==> src/rtl/postfix_expression_evaluator_unit_assert.svh <==
// assertion macros for the postfix evaluator
`ifndef POSTFIX_EXPRESSION_EVALUATOR_UNIT_ASSERT_SVH
`define POSTFIX_EXPRESSION_EVALUATOR_UNIT_ASSERT_SVH

`define PEE_ASSERT_IMPL(label, clk, rst_n, ante, cons) \
    label: assert property (@(posedge clk) disable iff (!rst_n) (ante) |-> (cons)) \
        else $error("assertion failed");

`define PEE_ASSERT_NEXT(label, clk, rst_n, ante, cons) \
    label: assert property (@(posedge clk) disable iff (!rst_n) (ante) |=> (cons)) \
        else $error("assertion failed");

`endif

==> src/rtl/pee_pkg.sv <==
package pee_pkg;
    localparam logic [7:0] CH_ZERO  = 8'h30;
    localparam logic [7:0] CH_NINE  = 8'h39;
    localparam logic [7:0] CH_PLUS  = 8'h2b;
    localparam logic [7:0] CH_MINUS = 8'h2d;
    localparam logic [7:0] CH_MUL   = 8'h2a;
    localparam logic [7:0] CH_DIV   = 8'h2f;

    localparam logic [1:0] ST_OK      = 2'd0;
    localparam logic [1:0] ST_UNDER   = 2'd1;
    localparam logic [1:0] ST_OVER    = 2'd2;
    localparam logic [1:0] ST_DIVZERO = 2'd3;

    typedef enum logic [2:0] {
        OP_NONE, OP_PUSH, OP_ADD, OP_SUB, OP_MUL, OP_DIV
    } op_t;

    typedef struct packed {
        op_t        op;
        logic [3:0] digit;
        logic       last;
    } cmd_t;
endpackage

==> src/rtl/pee_front.sv <==
module pee_front
    import pee_pkg::*;
(
    input  logic       aclk,
    input  logic       aresetn,
    input  logic [7:0] symbol,
    input  logic       last,
    input  logic       in_valid,
    output logic       in_ready,
    output cmd_t       cmd,
    output logic       cmd_valid,
    input  logic       cmd_ready
);
    cmd_t q_reg [2];
    logic [1:0] cnt_reg;
    logic wp_reg, rp_reg;
    cmd_t c;

    always_comb begin
        c.op = OP_NONE;
        c.digit = symbol[3:0];
        c.last = last;
        if (symbol >= CH_ZERO && symbol <= CH_NINE) begin
            c.op = OP_PUSH;
        end else begin
            unique case (symbol)
                CH_PLUS:  c.op = OP_ADD;
                CH_MINUS: c.op = OP_SUB;
                CH_MUL:   c.op = OP_MUL;
                CH_DIV:   c.op = OP_DIV;
                default:  c.op = OP_NONE;
            endcase
        end
    end

    assign in_ready  = (cnt_reg != 2'd2);
    assign cmd_valid = (cnt_reg != 2'd0);
    assign cmd       = q_reg[rp_reg];

    always_ff @(posedge aclk) begin
        if (in_valid && in_ready) q_reg[wp_reg] <= c;
        if (!aresetn) begin
            cnt_reg <= '0;
            wp_reg <= 1'b0;
            rp_reg <= 1'b0;
        end else begin
            if (in_valid && in_ready) wp_reg <= !wp_reg;
            if (cmd_valid && cmd_ready) rp_reg <= !rp_reg;
            cnt_reg <= cnt_reg + 2'(in_valid && in_ready) - 2'(cmd_valid && cmd_ready);
        end
    end
endmodule

==> src/rtl/pee_back.sv <==
module pee_back
    import pee_pkg::*;
#(
    parameter int STACK_DEPTH = 64
) (
    input  logic        aclk,
    input  logic        aresetn,
    input  logic [6:0]  stack_limit,
    input  cmd_t        cmd,
    input  logic        cmd_valid,
    output logic        cmd_ready,
    output logic [31:0] value,
    output logic [1:0]  status,
    output logic        out_valid,
    input  logic        out_ready
);
    localparam int AW = $clog2(STACK_DEPTH);
    localparam int CW = $clog2(STACK_DEPTH + 1);

    typedef enum logic [2:0] {S_IDLE, S_RDB, S_RDA, S_EXEC, S_DIV, S_TOP, S_OUT} state_t;

    logic [31:0] mem [STACK_DEPTH];
    logic [31:0] rd_reg, a_reg, b_reg, q_reg, r_reg, dm_reg;
    logic [CW-1:0] cnt_reg;
    logic [1:0] err_reg;
    cmd_t cur_reg;
    state_t st_reg;
    logic [5:0] it_reg;
    logic neg_reg;
    logic [AW-1:0] raddr;
    logic [CW-1:0] lim;
    logic [32:0] trial;
    logic [31:0] res;

    assign lim = (int'(stack_limit) > STACK_DEPTH) ? CW'(STACK_DEPTH)
                                                   : CW'(stack_limit);
    assign cmd_ready = (st_reg == S_IDLE);
    assign out_valid = (st_reg == S_OUT);
    assign trial = {r_reg, q_reg[31]} - {1'b0, dm_reg};

    always_comb begin
        unique case (cur_reg.op)
            OP_ADD:  res = a_reg + b_reg;
            OP_SUB:  res = a_reg - b_reg;
            OP_MUL:  res = a_reg * b_reg;
            default: res = 32'(cur_reg.digit);
        endcase
    end

    always_ff @(posedge aclk) begin
        if (!aresetn) begin
            st_reg <= S_IDLE;
            cnt_reg <= '0;
            err_reg <= ST_OK;
        end else begin
            unique case (st_reg)
                S_IDLE: if (cmd_valid) begin
                    cur_reg <= cmd;
                    if (err_reg != ST_OK || cmd.op == OP_NONE) begin
                        st_reg <= cmd.last ? S_TOP : S_IDLE;
                    end else if (cmd.op == OP_PUSH) begin
                        a_reg <= '0;
                        st_reg <= S_EXEC;
                    end else if (cnt_reg < CW'(2)) begin
                        err_reg <= ST_UNDER;
                        st_reg <= cmd.last ? S_TOP : S_IDLE;
                    end else begin
                        rd_reg <= mem[AW'(cnt_reg - CW'(1))];
                        cnt_reg <= cnt_reg - CW'(1);
                        st_reg <= S_RDB;
                    end
                end
                S_RDB: begin
                    b_reg <= rd_reg;
                    rd_reg <= mem[AW'(cnt_reg - CW'(1))];
                    cnt_reg <= cnt_reg - CW'(1);
                    st_reg <= S_RDA;
                end
                S_RDA: begin
                    a_reg <= rd_reg;
                    if (cur_reg.op == OP_DIV) begin
                        if (b_reg == '0) begin
                            err_reg <= ST_DIVZERO;
                            st_reg <= cur_reg.last ? S_TOP : S_IDLE;
                        end else begin
                            q_reg <= rd_reg[31] ? -rd_reg : rd_reg;
                            dm_reg <= b_reg[31] ? -b_reg : b_reg;
                            neg_reg <= rd_reg[31] ^ b_reg[31];
                            r_reg <= '0;
                            it_reg <= '0;
                            st_reg <= S_DIV;
                        end
                    end else begin
                        st_reg <= S_EXEC;
                    end
                end
                S_DIV: begin
                    if (!trial[32]) r_reg <= trial[31:0];
                    else r_reg <= {r_reg[30:0], q_reg[31]};
                    q_reg <= {q_reg[30:0], !trial[32]};
                    it_reg <= it_reg + 6'd1;
                    if (it_reg == 6'd31) begin
                        cur_reg.op <= OP_NONE;
                        st_reg <= S_EXEC;
                    end
                end
                S_EXEC: begin
                    if (cnt_reg >= lim) begin
                        err_reg <= ST_OVER;
                    end else begin
                        mem[AW'(cnt_reg)] <= (cur_reg.op == OP_NONE)
                            ? (neg_reg ? -q_reg : q_reg) : res;
                        cnt_reg <= cnt_reg + CW'(1);
                    end
                    st_reg <= cur_reg.last ? S_TOP : S_IDLE;
                end
                S_TOP: begin
                    if (err_reg == ST_OK && cnt_reg == '0) err_reg <= ST_UNDER;
                    rd_reg <= mem[AW'(cnt_reg - CW'(1))];
                    st_reg <= S_OUT;
                end
                S_OUT: if (out_ready) begin
                    cnt_reg <= '0;
                    err_reg <= ST_OK;
                    st_reg <= S_IDLE;
                end
                default: st_reg <= S_IDLE;
            endcase
        end
    end

    assign value  = (err_reg == ST_OK) ? rd_reg : 32'd0;
    assign status = err_reg;
endmodule

==> src/rtl/postfix_expression_evaluator_unit.sv <==
// postfix evaluator: one character per item, one result per expression
// digits push; + - * pop two operands and push; / also runs the 32-step divider
// the back end takes a new item only once idle, after its sequencer and divider finish;
// a last item also waits for the top-of-stack read and any output stall
// reset: aresetn synchronous active low; stack empty, error clear, stack_limit 15
module postfix_expression_evaluator_unit
    import pee_pkg::*;
#(
    parameter int STACK_DEPTH = 64
) (
    input  logic        aclk,
    input  logic        aresetn,
    input  logic        cfg_wr_en,
    input  logic [6:0]  cfg_wr_data,
    input  logic        s_tvalid,
    output logic        s_tready,
    input  logic [7:0]  s_tdata,   // symbol
    input  logic        s_tlast,   // last
    output logic        m_tvalid,
    input  logic        m_tready,
    output logic [39:0] m_tdata    // value[31:0], status[33:32], zero fill
);
`include "postfix_expression_evaluator_unit_assert.svh"
    logic [6:0] limit_reg;
    cmd_t cmd;
    logic cmd_valid, cmd_ready;
    logic [31:0] value;
    logic [1:0] status;

    always_ff @(posedge aclk) begin
        if (!aresetn) limit_reg <= 7'd15;
        else if (cfg_wr_en) limit_reg <= cfg_wr_data;
    end

    pee_front u_front (
        .aclk, .aresetn, .symbol(s_tdata), .last(s_tlast), .in_valid(s_tvalid),
        .in_ready(s_tready), .cmd, .cmd_valid, .cmd_ready
    );

    pee_back #(.STACK_DEPTH(STACK_DEPTH)) u_back (
        .aclk, .aresetn, .stack_limit(limit_reg), .cmd, .cmd_valid, .cmd_ready,
        .value, .status, .out_valid(m_tvalid), .out_ready(m_tready)
    );

    assign m_tdata = {6'd0, status, value};

    `PEE_ASSERT_IMPL(a_err_zero, aclk, aresetn, m_tvalid && status != ST_OK, value == 32'd0)
    `PEE_ASSERT_NEXT(a_out_hold, aclk, aresetn, m_tvalid && !m_tready, m_tvalid && $stable(m_tdata))
endmodule

==> config.mk <==
export PLATFORM = sky130hd
export DESIGN_NAME = postfix_expression_evaluator_unit
export DESIGN_NICKNAME = d
export VERILOG_FILES = /design/src/rtl/pee_pkg.sv /design/src/rtl/pee_front.sv /design/src/rtl/pee_back.sv /design/src/rtl/postfix_expression_evaluator_unit.sv
export VERILOG_INCLUDE_DIRS = /design/src /design/src/rtl
export SDC_FILE = /design/constraint.sdc
export NUM_CORES = 2
export LEC_CHECK = 0
export ABC_AREA = 1
export BUFFER_PORTS_ARGS = -buffer_cell sky130_fd_sc_hd__clkbuf_2
export CELL_PAD_IN_SITES_DETAIL_PLACEMENT = 1
export CELL_PAD_IN_SITES_GLOBAL_PLACEMENT = 1
export CORE_MARGIN = 2
export CORE_UTILIZATION = 56
export DETAILED_ROUTE_END_ITERATION = 10
export HOLD_SLACK_MARGIN = 0.15
export PLACE_DENSITY = 0.95
export REMOVE_ABC_BUFFERS = 1
export SETUP_SLACK_MARGIN = 0.05
export SYNTH_ARGS = -nofsm -noshare
export SYNTH_HDL_FRONTEND = slang
export SYNTH_SLANG_ARGS = --single-unit
==> constraint.sdc <==
create_clock -name aclk -period 28.4 [get_ports aclk]
set_clock_uncertainty 0.2 [all_clocks]
set_input_delay 0 -clock aclk [delete_from_list [all_inputs] [get_ports aclk]]
set_output_delay 0 -clock aclk [all_outputs]
set_load 0.01 [all_outputs]
==> metrics, run 1 <==
Synth top area share=between 50% and 60%; number of synthesized flops with an enable pin=2271; Starting Density=56.29%; async set or reset register ratio after synthesis=0%; gr usage total=77.75%; Core Rows=between 150 and 200; Buffers on Ports=56; die width=454.7 um; multiplexer area fraction after synthesis=0.04839%; Synth area leader=edfxtp_1; Post-Synth Simple-Gate Area=10.87%; pin count of the biggest net entering global routing=184; CTS Buf Count=222; Syn Area/Cell=approximately 11 sq um; Main synth FF type=edfxtp_1; post-synthesis compound-gate area fraction=12.35%; cts repair resizes=0; post-synthesis adder-cell area fraction=under 10%; XOR/XNOR Fraction of Synth Area=0.9314%; Synth warnings=0; Max clock buf depth=3; Seq/Total Area, Yosys=60.36%; mapped cell area=approximately 0.11 sq mm; CTS sink cnt=2295; die height=454.7 um; top cells by area, synth=edfxtp_1, fa_1, o21ai_0; tool error=[ERROR GRT-0232] Routing congestion too high. Check the congestion heatmap in the GUI.; Post-Place Setup Slack=19.37 ns; H-Tree Depth=4; status=did not finish; Halt Stage=5_1_grt; clock root cell=clkbuf_16; initial antenna violation count=165; total gr overflow=around 180; Post-DP HPWL=259.3 mm; largest family of logic cells by synthesized area=compound AO/OA/AOI/OAI gates; post-synthesis cell type count=72; Cells after Synth=10.41k; GP Congestion=0.9702; I/O pin count=63; Yosys reg bits=roughly 2.3k
[kinds of logic after synthesis]
family / after synthesis
adder cells (fa/ha/maj): 613
buffers and inverters: 1693
other: 1
AO/OA/AOI/OAI: 2572
multiplexers: 5
XOR/XNOR: 118
flip-flops: 2295
AND/OR/NAND/NOR: 3115
[metrics by stage]
step	utilization (%)	hold WS [ns]	cells	cell area (sq um)
CTS	61.93	0.1614	13196	125200
detailed placement	57.92	0.005954	12722	117100
global placement	57.92	-0.005542	12722	117100
floorplan	-	-0.1159	9780	110900
[metal layers]
layer / overflow / track usage [%]
met1: 9 / 76.65
met4: 59 / 74.22
met2: 90 / 86.47
met5: 2 / 54.87
met3: 15 / 73.08
[synthesized netlist by cell type, drive strengths merged, types with 7 or more instances]
cell type  count
edfxtp      2271
nor2        1726
o21ai       1622
nand2       1099
inv         1053
o22ai        672
clkbuf       443
fa           410
ha           203
buf          194
a21oi        166
nand3        156
xor2          93
nor3          65
nand4         30
xnor2         25
dfxtp         24
a21o          23
o21bai        20
a31oi         17
nor4          12
or2           12
nand3b         9
o211ai         9
a211oi         8
o221ai         7
[timing repair]
item | 4_1_cts
setup endpoints to repair | 0
hold buffers | 59
endpoints found under the hold margin | 63
setup buffers | 0
==> inputs of run 2 (changes only) <==
--- a/config.mk
+++ b/config.mk
@@ -8,15 +8,11 @@
 export LEC_CHECK = 0
 export ABC_AREA = 1
 export BUFFER_PORTS_ARGS = -buffer_cell sky130_fd_sc_hd__clkbuf_2
-export CELL_PAD_IN_SITES_DETAIL_PLACEMENT = 1
-export CELL_PAD_IN_SITES_GLOBAL_PLACEMENT = 1
 export CORE_MARGIN = 2
-export CORE_UTILIZATION = 56
+export CORE_UTILIZATION = 40
 export DETAILED_ROUTE_END_ITERATION = 10
-export HOLD_SLACK_MARGIN = 0.15
-export PLACE_DENSITY = 0.95
+export PLACE_DENSITY_LB_ADDON = 0.15
 export REMOVE_ABC_BUFFERS = 1
-export SETUP_SLACK_MARGIN = 0.05
 export SYNTH_ARGS = -nofsm -noshare
 export SYNTH_HDL_FRONTEND = slang
 export SYNTH_SLANG_ARGS = --single-unit
==> run 2 against run 1 <==
  * The flow now finishes without violations
  * Synthesized cell count is the same
  * Synthesized area unchanged
==> metrics, run 2 <==
status=complete, no violations; RSZ-0062 raised after global routing=no; count leader, synth=edfxtp_1; mapped cell area=0.1138 sq mm (unchanged); drt pass-1 iters=6; die height=537.3 um (+18%); origin of the worst min-delay path=s_tdata[6]; r2r endpoint=u_back.mem[37][16]; Post-DP HPWL=221.1 mm (-15%); async set or reset register ratio after synthesis=0% (unchanged); slowest CP cell=edfxtp_1; period utilisation layout=a little under a third; Slew @ Worst Pin=about 1.3 ns; final hold viol count=0; hold endpoint=u_front.q_reg[1][7]; Rel. slew slack=between 10 and 15%; die width=537.3 um (+18%); Final Max Tran Viols=0; ANT nets after route=0; routed vias=80.60k; top cells by area, synth=edfxtp_1, fa_1, o21ai_0; Tmin final=8.663 ns; Worst path most repeated cell=fa_1; clock latency on the worst-skew pair=0.92 ns; Final setup violation count=0; cts repair resizes=0 (unchanged); core area=0.2825 sq mm; Main synth FF type=edfxtp_1; Data arrival, critical path=8.98 ns; Syn Area/Cell=10.93 sq um (unchanged); gr usage total=25.66%; Starting Density=40.27% (-16 points); Synth area leader=edfxtp_1; CTS sink cnt=2295 (unchanged); Max-Cap Viols=0; fmax=about 120 MHz; Buffers on Ports=56 (unchanged); total gr overflow=0; GP Congestion=0.9421 (-2.9%); Yosys reg bits=2295 (unchanged); CTS tree=done; H-Tree Depth=4 (unchanged); leading cell type in the layout, fill and taps excluded=edfxtp_1; delay-heaviest family, CP=adder cells; Cells after Synth=10.41k (unchanged); Final #Nets=roughly 11k; R2R Path Start=u_back.a_reg[9]; Synth warnings=0 (unchanged); FILL cells=between 20k and 30k; clock root cell=clkbuf_16; first-pass GRT wire length=544.3 mm; reg-to-reg setup timing slack=approximately 20 ns; DR DRC count=0; full die area=just under 0.3 sq mm; Worst Setup Start Kind=flop; Hold/Removal Path Class=in2reg; wire per inst=26.28 um; CP cell instances=nand2_1, inv_1, fa_1, inv_1, fa_1, fa_1, fa_1, inv_1, ha_1, ha_1, fa_1, fa_1, ha_1, inv_1, o21ai_0, inv_1, o21ai_0, a21o_1, nand3_1, nand2_1, a21oi_1, o21ai_0, nand3_2, buf_4; crit end category=flop; drt initial violations=around 8.4k; most frequent cells in the layout=edfxtp_1, nor2_1, o21ai_0; pin count of the biggest net entering global routing=177; Synth-to-Final Area Change=11.40%; number of synthesized flops with an enable pin=2271 (unchanged); initial antenna violation count=13; final wirelength=roughly 380 mm; setup_tns=0 ns; worst hold path depth=7; crit-path max FO=34; Core Rows=195 (+18%); CTS Buf Count=244 (+9.9%); CP required=28.72 ns; most common library cells after synthesis=edfxtp_1, nor2_1, o21ai_0; WP buf/inv=6; worst-case reg-to-reg path depth=24; Seq/Total Area, Yosys=60.36% (unchanged); Avg Vias per Cell=5.640; post-synthesis cell type count=72 (unchanged); Synth top area share=59.94% (unchanged); largest reg by FF count=u_back.mem; fraction of layout cells with a size suffix above 1=7.335%; critical path class=reg2reg; clock slew at reported path FFs=~0.060 ns; Max stage delay on crit path=1.15 ns; Max clock buf depth=4 (+1); vias in the first global route=78.61k; max FFs per register=about 2k; I/O pin count=63 (unchanged)
[run 2: cell counts after synthesis]
No cell type changed its count.
[run 2: worst min-delay path, stage by stage]
cell	delay [ns]
clkbuf_2	0.07
nor2_1	0.03
nand2_1	0.13
nor2_1	0.06
dlygate4sd3_1	0.58
inv_1	0.08
a21oi_1	0.06
[run 2: cells by family (layout without fill, tap and decap cells)]
logic type	Yosys count	count (layout)	synth area share [%]
flip-flops	2295	2295	60.36
other	1	16	0.003296
buffers and inverters	1693	1815	5.986
multiplexers	5	5	0.04838
AND/OR/NAND/NOR	3115	3115	10.87
adder cells (fa/ha/maj)	613	613	9.446
XOR/XNOR	118	118	0.9314
AO/OA/AOI/OAI	2572	2572	12.35
[run 2: worst max-delay path by stage]
| stage | start | end | slack (ns) | depth (start not counted) |
|---|---|---|---|---|
| 3_5_place_dp | u_back.a_reg[9] | u_back.mem[4][16] | 19.89 | 24 |
| 2_1_floorplan | u_back.cnt_reg[0] | u_back.rd_reg[25] | -34.61 | 9 |
| 3_3_place_gp | u_back.a_reg[9] | u_back.mem[5][16] | 19.83 | 24 |
| 6_report | u_back.a_reg[9] | u_back.mem[37][16] | 19.74 | 24 |
| 5_1_grt | u_back.a_reg[9] | u_back.mem[41][16] | 19.41 | 24 |
| 4_1_cts | u_back.a_reg[9] | u_back.mem[36][16] | 19.84 | 24 |
[run 2: final cells by class]
cell class | count | area, sq um | area share [%]
Antenna cell | 10 | 25.02 | 0.01974
Tap cell | 3743 | 4683 | 3.695
Clock buffer | 305 | 6491 | 5.122
Clock inverter | 140 | 1287 | 1.016
Timing Repair Buffer | 314 | 2482 | 1.959
Multi-Input combinational cell | 6429 | 39100 | 30.85
Inverter | 1056 | 3991 | 3.149
Sequential cell | 2295 | 68680 | 54.19
[run 2: metal layers]
| layer | wire length, um | track usage [%] |
|---|---|---|
| met1 | 160400 | 35.56 |
| met2 | 177200 | 42.16 |
| met3 | 24980 | 2.797 |
| met4 | 13000 | 8.543 |
| met5 | 0 | 0 |
[run 2: what timing repair did]
item | 4_1_cts | 5_1_grt
hold endpoints to repair | 56 | 0
hold buffers | 56 | 0
endpoints found under the setup margin | 0 | 0
setup buffers | 0 | 0
[run 2: per-stage QoR]
step                      hold WS, ns  instances  cell area, sq um  setup slack (ns)  util, %
final                          0.1260      14292            126700             19.74    44.86
after global routing           0.1341      14283            126700             19.41    44.85
after CTS                     0.03010      14282            126700             19.84    44.85
after detailed placement      0.01201      13781            118400             19.89    41.90
after global placement      -0.002500      13781            118400             19.83    41.90
after floorplan               -0.1159       9780            110900            -34.61        -
Power of run 2 is left out: the tool's default activity adds up to more than one toggle a clock period on the data nets, which glitch-free logic cannot reach.
